[src/rtl/assert_macros.svh]
// Assertion helpers included by the core RTL file.
`ifndef ASSERT_MACROS_SVH
`define ASSERT_MACROS_SVH

// Same-cycle implication, disabled during reset.
`define ASSERT_IMPLIES(label, clk, rst, ante, cons, msg) \
   label: assert property (@(posedge clk) disable iff (rst) (ante) |-> (cons)) \
      else $error(msg);

// Next-cycle implication, disabled during reset.
`define ASSERT_NEXT(label, clk, rst, ante, cons, msg) \
   label: assert property (@(posedge clk) disable iff (rst) (ante) |=> (cons)) \
      else $error(msg);

`endif

[src/rtl/dbbl_pkg.sv]
// ----------------------------------------------------------------------------
// dbbl_pkg
// Types, register map and reset constants of the debounced button blinker.
// ----------------------------------------------------------------------------
`default_nettype none

package dbbl_pkg;

   // Configuration port geometry
   localparam int ADDR_W = 5;
   localparam int DATA_W = 32;

   // Register indexes (byte address is 4 * index)
   localparam logic [2:0] REG_DEBOUNCE   = 3'd0;
   localparam logic [2:0] REG_FAST       = 3'd1;
   localparam logic [2:0] REG_SLOW       = 3'd2;
   localparam logic [2:0] REG_SYNC       = 3'd3;
   localparam logic [2:0] REG_FIRST_LVL  = 3'd4;
   localparam logic [2:0] REG_SECOND_LVL = 3'd5;

   // Register reset values
   localparam logic [7:0]  DEBOUNCE_RST   = 8'd50;
   localparam logic [15:0] FAST_RST       = 16'd100;
   localparam logic [15:0] SLOW_RST       = 16'd1000;
   localparam logic [15:0] SYNC_RST       = 16'd500;
   localparam logic        FIRST_LVL_RST  = 1'b0;
   localparam logic        SECOND_LVL_RST = 1'b1;

   // Released levels of the buttons after reset
   localparam logic FIRST_IDLE_LEVEL  = 1'b1;
   localparam logic SECOND_IDLE_LEVEL = 1'b0;

   // Blink modes
   localparam logic [1:0] MODE_NONE = 2'd0;
   localparam logic [1:0] MODE_FAST = 2'd1;
   localparam logic [1:0] MODE_SLOW = 2'd2;
   localparam logic [1:0] MODE_SYNC = 2'd3;

   typedef struct packed {
      logic first_raw;
      logic second_raw;
   } req_type;

   typedef struct packed {
      logic       red_on;
      logic       blue_on;
      logic [1:0] blink_mode;
      logic       first_press;
      logic       second_press;
   } rsp_type;

   typedef struct packed {
      logic [7:0]  debounce_ticks;
      logic [15:0] fast_period;
      logic [15:0] slow_period;
      logic [15:0] sync_period;
      logic        first_active_level;
      logic        second_active_level;
   } cfg_type;

   // Debouncer status toward the mode logic
   typedef struct packed {
      logic changed;
      logic stable;
   } btn_type;

endpackage

`default_nettype wire

[src/rtl/debounced_button_led_blink_mode_core.sv]
// ----------------------------------------------------------------------------
// debounced_button_led_blink_mode_core
// Flow: an accepted request is held in the input register and moves into the
// result register when that is free or rsp_ready is high; throughput is one
// request per cycle while rsp_ready holds, set by the single tick update between the registers.
// Reset: synchronous, clears valids, mode, LEDs and timer, sets button state to
// the idle levels and loads the register reset values; no clearing pass.
// ----------------------------------------------------------------------------
`default_nettype none

module debounced_button_led_blink_mode_core (
   input  wire logic                          clock,
   input  wire logic                          reset,
   input  wire logic                          req_valid,
   output logic                               req_ready,
   input  wire dbbl_pkg::req_type             req_data,
   output logic                               rsp_valid,
   input  wire logic                          rsp_ready,
   output dbbl_pkg::rsp_type                  rsp_data,
   input  wire logic                          psel,
   input  wire logic                          penable,
   input  wire logic                          pwrite,
   input  wire logic [dbbl_pkg::ADDR_W-1:0]   paddr,
   input  wire logic [dbbl_pkg::DATA_W-1:0]   pwdata,
   output logic      [dbbl_pkg::DATA_W-1:0]   prdata,
   output logic                               pready
);

   dbbl_pkg::cfg_type cfg;
   dbbl_pkg::btn_type first_btn, second_btn;
   dbbl_pkg::rsp_type result;

   logic              in_valid_ff, in_valid_in;
   dbbl_pkg::req_type in_data_ff;
   logic              out_valid_ff, out_valid_in;
   dbbl_pkg::rsp_type out_data_ff;
   logic              move;

   // Move the held request into the result register when there is room
   assign move        = in_valid_ff & (~out_valid_ff | rsp_ready);
   assign req_ready   = ~in_valid_ff | move;
   assign in_valid_in = (req_valid & req_ready) | (in_valid_ff & ~move);
   assign out_valid_in = move | (out_valid_ff & ~rsp_ready);

   assign rsp_valid = out_valid_ff;
   assign rsp_data  = out_data_ff;

   dbbl_csr u_csr (
      .clock   (clock),
      .reset   (reset),
      .psel    (psel),
      .penable (penable),
      .pwrite  (pwrite),
      .paddr   (paddr),
      .pwdata  (pwdata),
      .prdata  (prdata),
      .pready  (pready),
      .cfg     (cfg)
   );

   dbbl_debounce u_first (
      .clock          (clock),
      .reset          (reset),
      .advance        (move),
      .idle_level     (dbbl_pkg::FIRST_IDLE_LEVEL),
      .raw            (in_data_ff.first_raw),
      .debounce_ticks (cfg.debounce_ticks),
      .status         (first_btn)
   );

   dbbl_debounce u_second (
      .clock          (clock),
      .reset          (reset),
      .advance        (move),
      .idle_level     (dbbl_pkg::SECOND_IDLE_LEVEL),
      .raw            (in_data_ff.second_raw),
      .debounce_ticks (cfg.debounce_ticks),
      .status         (second_btn)
   );

   dbbl_blink u_blink (
      .clock      (clock),
      .reset      (reset),
      .advance    (move),
      .first_btn  (first_btn),
      .second_btn (second_btn),
      .cfg        (cfg),
      .result     (result)
   );

   // Hold the valid flags
   always_ff @(posedge clock) begin
      if (reset) begin
         in_valid_ff  <= 1'b0;
         out_valid_ff <= 1'b0;
      end else begin
         in_valid_ff  <= in_valid_in;
         out_valid_ff <= out_valid_in;
      end
   end

   // Capture payloads
   always_ff @(posedge clock) begin
      if (req_valid && req_ready) begin
         in_data_ff <= req_data;
      end
      if (move) begin
         out_data_ff <= result;
      end
   end

`include "assert_macros.svh"

   `ASSERT_NEXT(a_move_shows_result, clock, reset, move, rsp_valid, "moved request has no result")
   `ASSERT_IMPLIES(a_alt_one_led, clock, reset, rsp_valid && (rsp_data.blink_mode == dbbl_pkg::MODE_FAST || rsp_data.blink_mode == dbbl_pkg::MODE_SLOW), !(rsp_data.red_on && rsp_data.blue_on), "both LEDs lit in alternating mode")
   `ASSERT_IMPLIES(a_none_dark, clock, reset, rsp_valid && rsp_data.blink_mode == dbbl_pkg::MODE_NONE, !rsp_data.red_on && !rsp_data.blue_on, "LED lit with no mode")
   `ASSERT_IMPLIES(a_first_press_fast, clock, reset, rsp_valid && rsp_data.first_press && !rsp_data.second_press, rsp_data.blink_mode == dbbl_pkg::MODE_FAST, "first press did not select fast mode")

endmodule

`default_nettype wire

[src/rtl/dbbl_csr.sv]
// ----------------------------------------------------------------------------
// dbbl_csr
// APB-style register file holding debounce time, blink periods and levels.
// ----------------------------------------------------------------------------
`default_nettype none

module dbbl_csr (
   input  wire logic                          clock,
   input  wire logic                          reset,
   input  wire logic                          psel,
   input  wire logic                          penable,
   input  wire logic                          pwrite,
   input  wire logic [dbbl_pkg::ADDR_W-1:0]   paddr,
   input  wire logic [dbbl_pkg::DATA_W-1:0]   pwdata,
   output logic      [dbbl_pkg::DATA_W-1:0]   prdata,
   output logic                               pready,
   output dbbl_pkg::cfg_type                  cfg
);

   dbbl_pkg::cfg_type cfg_ff;
   dbbl_pkg::cfg_type cfg_in;
   logic [2:0]        index;
   logic              wr_en;

   assign index  = paddr[dbbl_pkg::ADDR_W-1:2];
   assign wr_en  = psel & penable & pwrite;
   assign pready = 1'b1;
   assign cfg    = cfg_ff;

   // Decode the write
   always_comb begin
      cfg_in = cfg_ff;
      if (wr_en) begin
         unique case (index)
            dbbl_pkg::REG_DEBOUNCE:   cfg_in.debounce_ticks      = pwdata[7:0];
            dbbl_pkg::REG_FAST:       cfg_in.fast_period         = pwdata[15:0];
            dbbl_pkg::REG_SLOW:       cfg_in.slow_period         = pwdata[15:0];
            dbbl_pkg::REG_SYNC:       cfg_in.sync_period         = pwdata[15:0];
            dbbl_pkg::REG_FIRST_LVL:  cfg_in.first_active_level  = pwdata[0];
            dbbl_pkg::REG_SECOND_LVL: cfg_in.second_active_level = pwdata[0];
            default: ;
         endcase
      end
   end

   always_ff @(posedge clock) begin
      if (reset) begin
         cfg_ff.debounce_ticks      <= dbbl_pkg::DEBOUNCE_RST;
         cfg_ff.fast_period         <= dbbl_pkg::FAST_RST;
         cfg_ff.slow_period         <= dbbl_pkg::SLOW_RST;
         cfg_ff.sync_period         <= dbbl_pkg::SYNC_RST;
         cfg_ff.first_active_level  <= dbbl_pkg::FIRST_LVL_RST;
         cfg_ff.second_active_level <= dbbl_pkg::SECOND_LVL_RST;
      end else begin
         cfg_ff <= cfg_in;
      end
   end

   // Read back the addressed register
   always_comb begin
      unique case (index)
         dbbl_pkg::REG_DEBOUNCE:   prdata = {24'd0, cfg_ff.debounce_ticks};
         dbbl_pkg::REG_FAST:       prdata = {16'd0, cfg_ff.fast_period};
         dbbl_pkg::REG_SLOW:       prdata = {16'd0, cfg_ff.slow_period};
         dbbl_pkg::REG_SYNC:       prdata = {16'd0, cfg_ff.sync_period};
         dbbl_pkg::REG_FIRST_LVL:  prdata = {31'd0, cfg_ff.first_active_level};
         dbbl_pkg::REG_SECOND_LVL: prdata = {31'd0, cfg_ff.second_active_level};
         default:                  prdata = '0;
      endcase
   end

endmodule

`default_nettype wire

[src/rtl/dbbl_debounce.sv]
// ----------------------------------------------------------------------------
// dbbl_debounce
// One-button debouncer: quiet counter, last raw sample and stable level.
// ----------------------------------------------------------------------------
`default_nettype none

module dbbl_debounce (
   input  wire logic       clock,
   input  wire logic       reset,
   input  wire logic       advance,
   input  wire logic       idle_level,
   input  wire logic       raw,
   input  wire logic [7:0] debounce_ticks,
   output dbbl_pkg::btn_type status
);

   logic       last_ff, last_in;
   logic       stable_ff, stable_in;
   logic [7:0] count_ff, count_in;
   logic       changed;

   // Restart on a raw change, else count up and saturate
   always_comb begin
      last_in = raw;
      if (raw != last_ff) begin
         count_in = '0;
      end else if (count_ff != 8'hFF) begin
         count_in = count_ff + 8'd1;
      end else begin
         count_in = count_ff;
      end
      changed   = (count_in > debounce_ticks) && (stable_ff != raw);
      stable_in = changed ? raw : stable_ff;
   end

   assign status.changed = changed;
   assign status.stable  = stable_in;

   always_ff @(posedge clock) begin
      if (reset) begin
         last_ff   <= idle_level;
         stable_ff <= idle_level;
         count_ff  <= '0;
      end else if (advance) begin
         last_ff   <= last_in;
         stable_ff <= stable_in;
         count_ff  <= count_in;
      end
   end

endmodule

`default_nettype wire

[src/rtl/dbbl_blink.sv]
// ----------------------------------------------------------------------------
// dbbl_blink
// Mode selection from press events and the LED blink timer.
// ----------------------------------------------------------------------------
`default_nettype none

module dbbl_blink (
   input  wire logic              clock,
   input  wire logic              reset,
   input  wire logic              advance,
   input  wire dbbl_pkg::btn_type first_btn,
   input  wire dbbl_pkg::btn_type second_btn,
   input  wire dbbl_pkg::cfg_type cfg,
   output dbbl_pkg::rsp_type      result
);

   logic [1:0]  mode_ff, mode_in;
   logic        red_ff, red_in;
   logic        blue_ff, blue_in;
   logic [15:0] elapsed_ff, elapsed_in;
   logic        first_held, second_held;
   logic        first_press, second_press;
   logic [1:0]  pick;
   logic        pick_valid;
   logic [15:0] period;

   assign first_held   = (first_btn.stable == cfg.first_active_level);
   assign second_held  = (second_btn.stable == cfg.second_active_level);
   assign first_press  = first_btn.changed & first_held;
   assign second_press = second_btn.changed & second_held;

   // Choose a mode from this tick's presses and held levels
   always_comb begin
      pick_valid = 1'b1;
      if (first_press && !second_press) begin
         pick = dbbl_pkg::MODE_FAST;
      end else if (second_press && !first_press) begin
         pick = dbbl_pkg::MODE_SLOW;
      end else if (first_held && second_held) begin
         pick = dbbl_pkg::MODE_SYNC;
      end else begin
         pick       = mode_ff;
         pick_valid = 1'b0;
      end
   end

   // Advance timer, apply mode change, then step the LEDs on expiry
   always_comb begin
      elapsed_in = (elapsed_ff != 16'hFFFF) ? elapsed_ff + 16'd1 : elapsed_ff;
      mode_in    = mode_ff;
      red_in     = red_ff;
      blue_in    = blue_ff;
      if (pick_valid && (pick != mode_ff)) begin
         mode_in    = pick;
         red_in     = 1'b0;
         blue_in    = 1'b0;
         elapsed_in = '0;
      end
      unique case (mode_in)
         dbbl_pkg::MODE_FAST: period = cfg.fast_period;
         dbbl_pkg::MODE_SLOW: period = cfg.slow_period;
         default:             period = cfg.sync_period;
      endcase
      if ((mode_in != dbbl_pkg::MODE_NONE) && (elapsed_in >= period)) begin
         elapsed_in = '0;
         if (mode_in == dbbl_pkg::MODE_SYNC) begin
            if (red_in && blue_in) begin
               red_in  = 1'b0;
               blue_in = 1'b0;
            end else begin
               red_in  = 1'b1;
               blue_in = 1'b1;
            end
         end else if (!red_in && !blue_in) begin
            red_in = 1'b1;
         end else if (red_in && !blue_in) begin
            red_in  = 1'b0;
            blue_in = 1'b1;
         end else if (!red_in && blue_in) begin
            red_in  = 1'b1;
            blue_in = 1'b0;
         end
      end
   end

   assign result.red_on       = red_in;
   assign result.blue_on      = blue_in;
   assign result.blink_mode   = mode_in;
   assign result.first_press  = first_press;
   assign result.second_press = second_press;

   always_ff @(posedge clock) begin
      if (reset) begin
         mode_ff    <= dbbl_pkg::MODE_NONE;
         red_ff     <= 1'b0;
         blue_ff    <= 1'b0;
         elapsed_ff <= '0;
      end else if (advance) begin
         mode_ff    <= mode_in;
         red_ff     <= red_in;
         blue_ff    <= blue_in;
         elapsed_ff <= elapsed_in;
      end
   end

endmodule

`default_nettype wire
[config.mk]
export PLATFORM = sky130hd
export DESIGN_NAME = debounced_button_led_blink_mode_core
export DESIGN_NICKNAME = d
export VERILOG_FILES = /design/src/rtl/dbbl_pkg.sv /design/src/rtl/debounced_button_led_blink_mode_core.sv /design/src/rtl/dbbl_csr.sv /design/src/rtl/dbbl_debounce.sv /design/src/rtl/dbbl_blink.sv
export VERILOG_INCLUDE_DIRS = /design/src /design/src/rtl
export SDC_FILE = /design/constraint.sdc
export NUM_CORES = 1
export LEC_CHECK = 0
export CAP_MARGIN = 20
export CORE_MARGIN = 2
export CORE_UTILIZATION = 43
export DETAILED_ROUTE_END_ITERATION = 16
export DONT_BUFFER_PORTS = 1
export SETUP_SLACK_MARGIN = 0.1
export SLEW_MARGIN = 10
export SYNTH_ARGS = -nofsm -noshare
export SYNTH_HDL_FRONTEND = slang
export SYNTH_SLANG_ARGS = --single-unit
export TNS_END_PERCENT = 10
[constraint.sdc]
create_clock -name clock -period 6.6 [get_ports clock]
set_clock_uncertainty 0.15 [all_clocks]
set_input_delay 1.32 -clock clock [delete_from_list [all_inputs] [get_ports clock]]
set_output_delay 1.32 -clock clock [all_outputs]
set_load 0.1 [all_outputs]
==> flow_summary.toml, run 1 <==
[worst_setup_path]
slowest_delay_ps = 370
cp.required_ps = 6740
critical-path-top-delay-family = "compound AO/OA/AOI/OAI gates"
arrival_ps = 6370
cpMaxStageDelayCell = "dfxtp_4"
cp-end-kind = "flop"
path_max_fanout = 32
crit_type = "reg -> reg"
critPathLaunchType = "flop"
crit_buf_inv = 5

[yosys]
ys_seq_area_share_pct = 33.5
ys_top_cells_by_area = "dfxtp_1 30%, nand2_1 10%, ha_1 7.3%"
synth.largest_area_cell = "dfxtp_1"
synth_edf_count = 8
syn_inst = 851
ys_ff_latch = 108
synth_area_um2 = 6700
yosysMostFrequentCell = "nand2_1"
yosys.area.top_type_share_pct = 29.9
synth_warnings = 0
synth_cell_type_count = 73
ys.flop_type = "dfxtp_1"
ys_async_sr_fraction_pct = 0
synth_common_cells = "185 x nand2_1, 100 x dfxtp_1, 76 x a21oi_1"
synth.avg_cell_area_um2 = 7.87

[clock_network]
clock_latency_ps = 360
cts_hold_buf = 0
cts_tree = "yes"
cts_max_level = 3
cts.sinks = 108
clkTransAtPathRegs_ps = 80
cts_buffer_depth = 2
cts-root-buf = "clkbuf_16"
cts_buffers = 9

[cells_and_area]
area_growth_pct = 11.3
n_antenna_cell = 0
multi_input_comb_area_um2 = 4310
seqCellArea_um2 = 2260
design_area_um2 = 7450
drive_above_1_share_pct = 15.4
filler_cell_count = 1431
fin_nets = 925

[die]
core_um2 = 15200
die_h_um = 129
start_util_pct = 44.0
die_area_um2 = 16600
rows = 45
boundaryPins = 87
die_width_um = 129

[global_routing]
grt_pass1_wl_um = 28900
grt_max_degree = 67
grtUsageTotal_pct = 22.1
grt_overflow = 0
grt_pass1_vias = 5627
antenna_found_initial = 0

[power]
powerDensity_nw_per_um2 = 205
p_leak_nw = 2.84
switching_share_pct = 30.5
internal-power_mw = 1.06
p_sw_mw = 0.465
ir_drop_mv = 0.128
p_total_mw = 1.53
p_seq_share_pct = 46.3
comb_power_share_pct = 16.5
pwr-share-clk_pct = 37.2

[detailed_routing]
drc = 0
drtIter0Drc = 442
vias = 6160
wl_um = 18300
drtPass1Iterations = 5
ant_nets = 0
vias_per_cell = 5.97
wl_per_cell_um = 17.7

[worst_hold_path]
hold_class = "reg -> reg"

[timing]
fin_crit_sh_pct = 94.4
rsz0062_at_grt = "true"
max_slew.worst_pin.slew_ps = 1170
slew_headroom_pct = 21.8
final_max_slew_viol_count = 0
fmax_ghz = 0.161
hold_viol_final = 0
period_minus_slack_ps = 6230
setup_viol = 0

[job]
cap_violations = 0

[placed_design]
port_buffers = 0
dp_hpwl_um = 12200
globalplace.congestion = 0.835
place_area_um2 = 6890

[run_status]
status = "complete, no violations"
## sequential cells by signal, summed over array words and instances (netlist names), 2 cells and up
register            count
u_blink.mode_ff         2
u_blink.elapsed_ff     16
u_second.count_ff       8
rsp_data                6
in_data_ff              2
u_csr.cfg              58
u_first.count_ff        8
## logic make-up (layout without fill, tap and decap cells)
family | after synthesis | after routing | share of synthesized area, %
and+or+nand+nor | 372 | 372 | 25.5
AOI/OAI and AO/OA | 195 | 195 | 18.6
DFF | 108 | 108 | 33.5
buffers and inverters | 83 | 61 | 6.13
adders and majority gates | 39 | 39 | 7.29
muxes | 29 | 29 | 5.87
xor gates and xnor gates | 23 | 23 | 3.01
other | 2 | 17 | 0.112
## worst register-to-register path: cells and delay by family, from the launching register on
| kind | cells | cell delay [ps] |
|---|---|---|
| AOI/OAI and AO/OA | 14 | 2990 |
| xor gates and xnor gates | 1 | 160 |
| adders and majority gates | 3 | 890 |
| buffers and inverters | 5 | 700 |
| DFF | 1 | 370 |
| and+or+nand+nor | 7 | 890 |
## placed cells by master, fill, tap and decap left out, drive strengths merged, types with 15 or more instances in the layout
cell / synthesis / layout
ha: 39 / 39
nor2b: 15 / 15
a31oi: 19 / 19
inv: 18 / 19
a22oi: 25 / 25
conb: 2 / 17
dfxtp: 100 / 100
nand2: 186 / 186
o21ai: 28 / 28
buf: 25 / 26
and3: 16 / 16
a21oi: 76 / 76
nand3: 31 / 31
xor2: 20 / 20
nor2: 63 / 63
## path summary, 6_finish.rpt
| check | endpoint | slack [ps] | startpoint | cells past startpoint |
|---|---|---|---|---|
| worst max-delay path | u_blink.elapsed_ff[5] | 370 | u_second.count_ff[3] | 30 |
| worst min-delay path | u_csr.cfg[12] | 320 | u_csr.cfg[12] | 2 |
| worst max register to register | u_blink.elapsed_ff[5] | 370 | u_second.count_ff[3] | 30 |
| worst min register to register | u_csr.cfg[12] | 320 | u_csr.cfg[12] | 2 |
## power groups by stage
stage / sequential [mW] / combinational [mW] / clock, mW
after CTS: 0.706 / 0.237 / 0.577
after global routing: 0.708 / 0.275 / 0.598
after global placement: 0.720 / 0.232 / 0
after detailed placement: 0.721 / 0.237 / 0
final: 0.706 / 0.251 / 0.568
after floorplan: 0.716 / 0.206 / 0
## per-layer routing
| layer | track usage, % | part of all wire (%) | up-vias | wire length [µm] |
|---|---|---|---|---|
| met5 | 0 | 0 | - | 0 |
| met4 | 8.57 | 2.3 | 0 | 417 |
| met3 | 3.83 | 6.2 | 30 | 1130 |
| met2 | 34.2 | 46 | 211 | 8390 |
| met1 | 30.8 | 46 | 2966 | 8360 |
| li1 | - | - | 2953 | - |
## area by class of cell
| class | instances | area share, % |
|---|---|---|
| clock buffers | 10 | 3.21 |
| clock inverters | 5 | 0.823 |
| inverters | 19 | 0.957 |
| multi-input cells | 675 | 57.8 |
| flip-flops and latches | 108 | 30.4 |
| well taps | 188 | 3.16 |
| repair buffers | 27 | 3.68 |
## stage by stage
stage | hold slack (ps) | worst slack, ps | util, % | cells | TNS [ps]
2_1_floorplan | 293 | 156 | - | 866 | 0
3_3_place_gp | 298 | 68.5 | 45.3 | 1008 | 0
3_5_place_dp | 301 | -43.4 | 45.3 | 1008 | -43.4
4_1_cts | 312 | 106 | 47.4 | 1023 | 0
5_1_grt | 340 | 13.2 | 49.0 | 1032 | 0
6_report | 315 | 370 | 49.0 | 1032 | 0
## timing repair
action / 4_1_cts / 5_1_grt
gates cloned: 0 / 2
gates resized for setup: 4 / 46
endpoints found under the hold margin: 0 / 0
endpoints found under the setup margin: 14 / 19
pin swaps: 1 / 20
buffers inserted: 0 / 7
Power figures use the tool's default switching activity.
==> run 2: changes to the inputs <==
--- a/config.mk
+++ b/config.mk
@@ -11,6 +11,7 @@
 export CORE_UTILIZATION = 43
 export DETAILED_ROUTE_END_ITERATION = 16
 export DONT_BUFFER_PORTS = 1
+export MAX_ROUTING_LAYER = met4
 export SETUP_SLACK_MARGIN = 0.1
 export SLEW_MARGIN = 10
 export SYNTH_ARGS = -nofsm -noshare
==> run 2 against run 1 <==
Against the previous run: critical path depth fell by 2; first-iteration DRC count rose by 13%; combinational power barely moved.
==> flow_summary.toml, run 2 (synthesis results as in run 1) <==
[global_routing]
grtUsageTotal_pct = 22.8
grt_max_degree = 67
antenna_found_initial = 0
grt_overflow = 0
grt_pass1_wl_um = 28900
grt_pass1_vias = 5626

[run_status]
status = "complete, no violations"

[worst_setup_path]
crit_type = "reg -> reg"
r2r_cells = 28
critPathLaunchType = "flop"
cp-end-kind = "flop"
path_max_fanout = 32
arrival_ps = 6340
r2r_slack_ps = 390
cpMaxStageDelayCell = "or4b_2"
cp.required_ps = 6730
rr_endpoint = "u_blink.blue_ff"
slowest_delay_ps = 660
rr_startpoint = "u_second.count_ff[3]"
critPathMostFrequentCell = "ha_1"

[detailed_routing]
drtIter0Drc = 499
drtPass1Iterations = 5
vias = 6165
wl_um = 18300
wl_per_cell_um = 17.7
vias_per_cell = 5.97
ant_nets = 0
drc = 0

[cells_and_area]
drive_above_1_share_pct = 15.4
multi_input_comb_area_um2 = 4310
area_growth_pct = 11.3
seqCellArea_um2 = 2260
filler_cell_count = 1431
final_common_cell = "nand2_1"
n_antenna_cell = 0
largest_reg_flops = 58
layout.cells.most_common_list = "184 x nand2_1, 90 x dfxtp_1, 74 x a21oi_1, 54 x nor2_1, 34 x ha_1"
fin_nets = 925

[die]
rows = 45
die_h_um = 129
boundaryPins = 87
start_util_pct = 44.0
die_width_um = 129
die_area_um2 = 16600
core_um2 = 15200

[worst_hold_path]
hold_start = "u_csr.cfg[12]"
hold_class = "reg -> reg"
min_path_cells = 2
min_to = "u_csr.cfg[12]"

[timing]
hold_viol_final = 0
rsz0062_at_grt = "true"
final_max_slew_viol_count = 0
fin_crit_sh_pct = 94.1
fmax_ghz = 0.161
max_slew.worst_pin.slew_ps = 1160
setup_viol = 0
layout_setup_ws_ps = 390
slew_headroom_pct = 22.2
period_minus_slack_ps = 6210
whs_ps = 314

[clock_network]
cts_hold_buf = 0
cts_tree = "yes"
cts-root-buf = "clkbuf_16"
clkTransAtPathRegs_ps = 70
cts_max_level = 3
cts_buffers = 9
cts_buffer_depth = 2
cts.sinks = 108
clock_latency_ps = 360

[placed_design]
dp_hpwl_um = 12200
globalplace.congestion = 0.848
pre_cts_ws_ps = -43.4
port_buffers = 0

[power]
p_leak_nw = 2.84
ir_drop_mv = 0.127
powerDensity_nw_per_um2 = 205

[job]
cap_violations = 0
==> run 2: how the worst max path moves through the flow <==
stage | endpoint | start | cells after the start | slack (ps)
2_1_floorplan | u_blink.blue_ff | u_second.count_ff[0] | 29 | 160
3_3_place_gp | u_blink.blue_ff | u_second.count_ff[0] | 28 | 70
3_5_place_dp | u_blink.blue_ff | u_second.count_ff[0] | 28 | -40
4_1_cts | u_blink.blue_ff | u_first.count_ff[0] | 27 | 110
5_1_grt | u_blink.elapsed_ff[6] | u_first.count_ff[4] | 29 | 20
6_report | u_blink.blue_ff | u_second.count_ff[3] | 28 | 390
==> run 2: metal layers <==
layer  vias up  global-route usage, %  part of all wire [%]
met1      2972                   30.8                    46
met5         -                      -                     0
met3        29                   3.83                   6.4
met2       209                   34.3                    46
li1       2955                      -                     -
met4         0                   8.57                   2.2
==> run 2: critical path, delay by kind of cell (launching register included) <==
| kind | cells | cell delay, ps |
|---|---|---|
| buffers and inverters | 4 | 560 |
| AOI/OAI and AO/OA | 9 | 2000 |
| adders and majority gates | 3 | 880 |
| and+or+nand+nor | 11 | 1970 |
| DFF | 1 | 370 |
| xor gates and xnor gates | 1 | 160 |
==> run 2: metrics by stage <==
stage | area (µm²) | util, % | instances | total power [mW] | TNS, ps
3_3_place_gp | 6890 | 45.3 | 1008 | 0.952 | 0
6_report | 7450 | 49.0 | 1032 | 1.53 | 0
4_1_cts | 7210 | 47.4 | 1023 | 1.52 | 0
2_1_floorplan | 6760 | - | 866 | 0.923 | 0
5_1_grt | 7450 | 49.0 | 1032 | 1.58 | 0
3_5_place_dp | 6890 | 45.3 | 1008 | 0.958 | -43.4
==> run 2: power by group <==
part | switching, mW | internal (mW) | total, mW
Clock | 0.265 | 0.305 | 0.570
Sequential | 0.0324 | 0.674 | 0.706
Combinational | 0.170 | 0.0811 | 0.251
==> run 2: repair_timing <==
action	4_1_cts	5_1_grt
resized for setup	4	46
hold endpoints to repair	0	0
setup endpoints to repair	14	19
cloned	0	2
buffers inserted	0	7
pin swaps	1	20
==> run 2: cell type report <==
cell class / instances / share of cell area, %
Multi-Input combinational cell: 675 / 57.8
Sequential cell: 108 / 30.4
Timing Repair Buffer: 27 / 3.68
Clock buffer: 10 / 3.21
Tap cell: 188 / 3.16
Inverter: 19 / 0.957
Clock inverter: 5 / 0.823
==> run 3: changes to the inputs <==
--- a/config.mk
+++ b/config.mk
@@ -12,6 +12,7 @@
 export DETAILED_ROUTE_END_ITERATION = 16
 export DONT_BUFFER_PORTS = 1
 export MAX_ROUTING_LAYER = met4
+export RECOVER_POWER = 50
 export SETUP_SLACK_MARGIN = 0.1
 export SLEW_MARGIN = 10
 export SYNTH_ARGS = -nofsm -noshare
==> run 3 against run 2 <==
Against the previous run: core utilization shrank 0.12 points; the run now ends with max-capacitance violations, max-slew violations left; critical path type unchanged; via count is 0.84% lower; wire length about the same; combinational power about the same; largest cell class unchanged; sequential cell count is the same.
==> flow_summary.toml, run 3 (synthesis results as in run 1) <==
[run_status]
status = "finished with violations"
violations = "max-capacitance violations, max-slew violations"

[detailed_routing]
drtIter0Drc = 474
wl_per_cell_um = 17.7
drc = 0
ant_nets = 0
vias = 6113
wl_um = 18300
drtPass1Iterations = 5
vias_per_cell = 5.92

[die]
start_util_pct = 44.0
core_um2 = 15200
die_area_um2 = 16600
die_h_um = 129
die_width_um = 129
rows = 45
boundaryPins = 87

[clock_network]
cts_max_level = 3
cts-root-buf = "clkbuf_16"
cts_buffers = 9
clock_latency_ps = 360
clkTransAtPathRegs_ps = 70
cts_hold_buf = 0
cts.sinks = 108
cts_buffer_depth = 2
cts_tree = "yes"

[global_routing]
grtUsageTotal_pct = 22.8
antenna_found_initial = 0
grt_overflow = 0
grt_pass1_vias = 5626
grt_pass1_wl_um = 28900
grt_max_degree = 67

[power]
p_sw_mw = 0.463
p_total_mw = 1.52
p_leak_nw = 2.82
internal-power_mw = 1.06
comb_power_share_pct = 16.5
pwr-share-clk_pct = 37.1
switching_share_pct = 30.4
p_seq_share_pct = 46.4
powerDensity_nw_per_um2 = 205
ir_drop_mv = 0.127

[worst_setup_path]
cpMaxStageDelayCell = "or4b_2"
critPathLaunchType = "flop"
crit_type = "reg -> reg"
r2r_cells = 29
cp-end-kind = "flop"
r2r_slack_ps = 380
cp.required_ps = 6720
path_max_fanout = 15
arrival_ps = 6340
slowest_delay_ps = 660
rr_endpoint = "u_blink.blue_ff"
rr_startpoint = "u_second.count_ff[0]"

[cells_and_area]
largest_reg_flops = 58
fin_cells = 1032
drive_above_1_share_pct = 14.9
final_common_cell = "nand2_1"
layout.cells.most_common_list = "184 x nand2_1, 90 x dfxtp_1, 74 x a21oi_1, 54 x nor2_1, 34 x ha_1"
fin_nets = 925
area_growth_pct = 11.0
n_antenna_cell = 0

[timing]
whs_ps = 315
rsz0062_at_grt = "true"
period_minus_slack_ps = 6220
setup_tns_ps = 0
hold_viol_final = 0
final_max_slew_viol_count = 34
max_slew.worst_pin.slew_ps = 1540
fmax_ghz = 0.161
setup_viol = 0
slew_headroom_pct = -2.66
fin_crit_sh_pct = 94.3

[worst_hold_path]
min_path_cells = 2
min_to = "u_csr.cfg[12]"
hold_class = "reg -> reg"
hold_start = "u_csr.cfg[12]"

[placed_design]
port_buffers = 0
globalplace.congestion = 0.848
dp_hpwl_um = 12200
dp.cells = 1008

[job]
cap_violations = 1
-- run 3: cell count changes in the layout (fill, tap and decap cells not counted) --
cell	delta
buf_4	-3
nor4_1	+1
clkbuf_1	+3
nor4_2	-1
-- run 3: how the worst max path moves through the flow --
stage / start / end / cells after the start
finish: u_second.count_ff[0] / u_blink.blue_ff / 29
global route: u_first.count_ff[4] / u_blink.elapsed_ff[6] / 29
CTS: u_first.count_ff[0] / u_blink.blue_ff / 27
detailed placement: u_second.count_ff[0] / u_blink.blue_ff / 28
global placement: u_second.count_ff[0] / u_blink.blue_ff / 28
floorplan: u_second.count_ff[0] / u_blink.blue_ff / 29
-- run 3: per-layer routing --
metal  GRT usage, %  part of all wire, %  vias to the layer above
li1               -                    -                     2950
met1           30.8                   46                     2953
met2           34.3                   46                      180
met3           3.83                  5.8                       30
met4           8.57                  2.2                        0
met5              -                    0                        -
-- run 3: stage by stage --
stage	setup WS [ps]	cell area [µm²]	util, %
5_1_grt	10.9	7430	48.9
2_1_floorplan	156	6760	-
4_1_cts	106	7210	47.4
3_3_place_gp	68.5	6890	45.3
3_5_place_dp	-43.4	6890	45.3
6_report	378	7430	48.9
-- run 3: worst max-delay path, delay by kind of cell, from the launching register on --
kind / cells / cell delay, ps
adders and majority gates: 4 / 960
DFF: 1 / 350
AOI/OAI and AO/OA: 10 / 1990
buffers and inverters: 3 / 440
xor gates and xnor gates: 1 / 150
and+or+nand+nor: 11 / 2050
-- run 3: power groups by stage --
stage	logic, mW	registers [mW]	clock network [mW]
2_1_floorplan	0.206	0.716	0
3_3_place_gp	0.232	0.720	0
3_5_place_dp	0.237	0.721	0
4_1_cts	0.237	0.706	0.577
5_1_grt	0.275	0.708	0.598
6_report	0.251	0.706	0.566
-- run 3: layout make-up --
cell class | instances | area [µm²]
clock buffers | 10 | 239
fillers | 1432 | 7770
well taps | 188 | 235
inverters | 19 | 71.3
repair buffers | 27 | 263
flip-flops and latches | 108 | 2260
clock inverters | 5 | 61.3
multi-input cells | 675 | 4300
-- run 3: repair_timing --
item	in CTS	in global routing
gates resized for setup	4	46
hold endpoints to repair	0	0
setup buffers	0	7
pin swaps	1	20
endpoints found under the setup margin	14	19
cloned	0	2
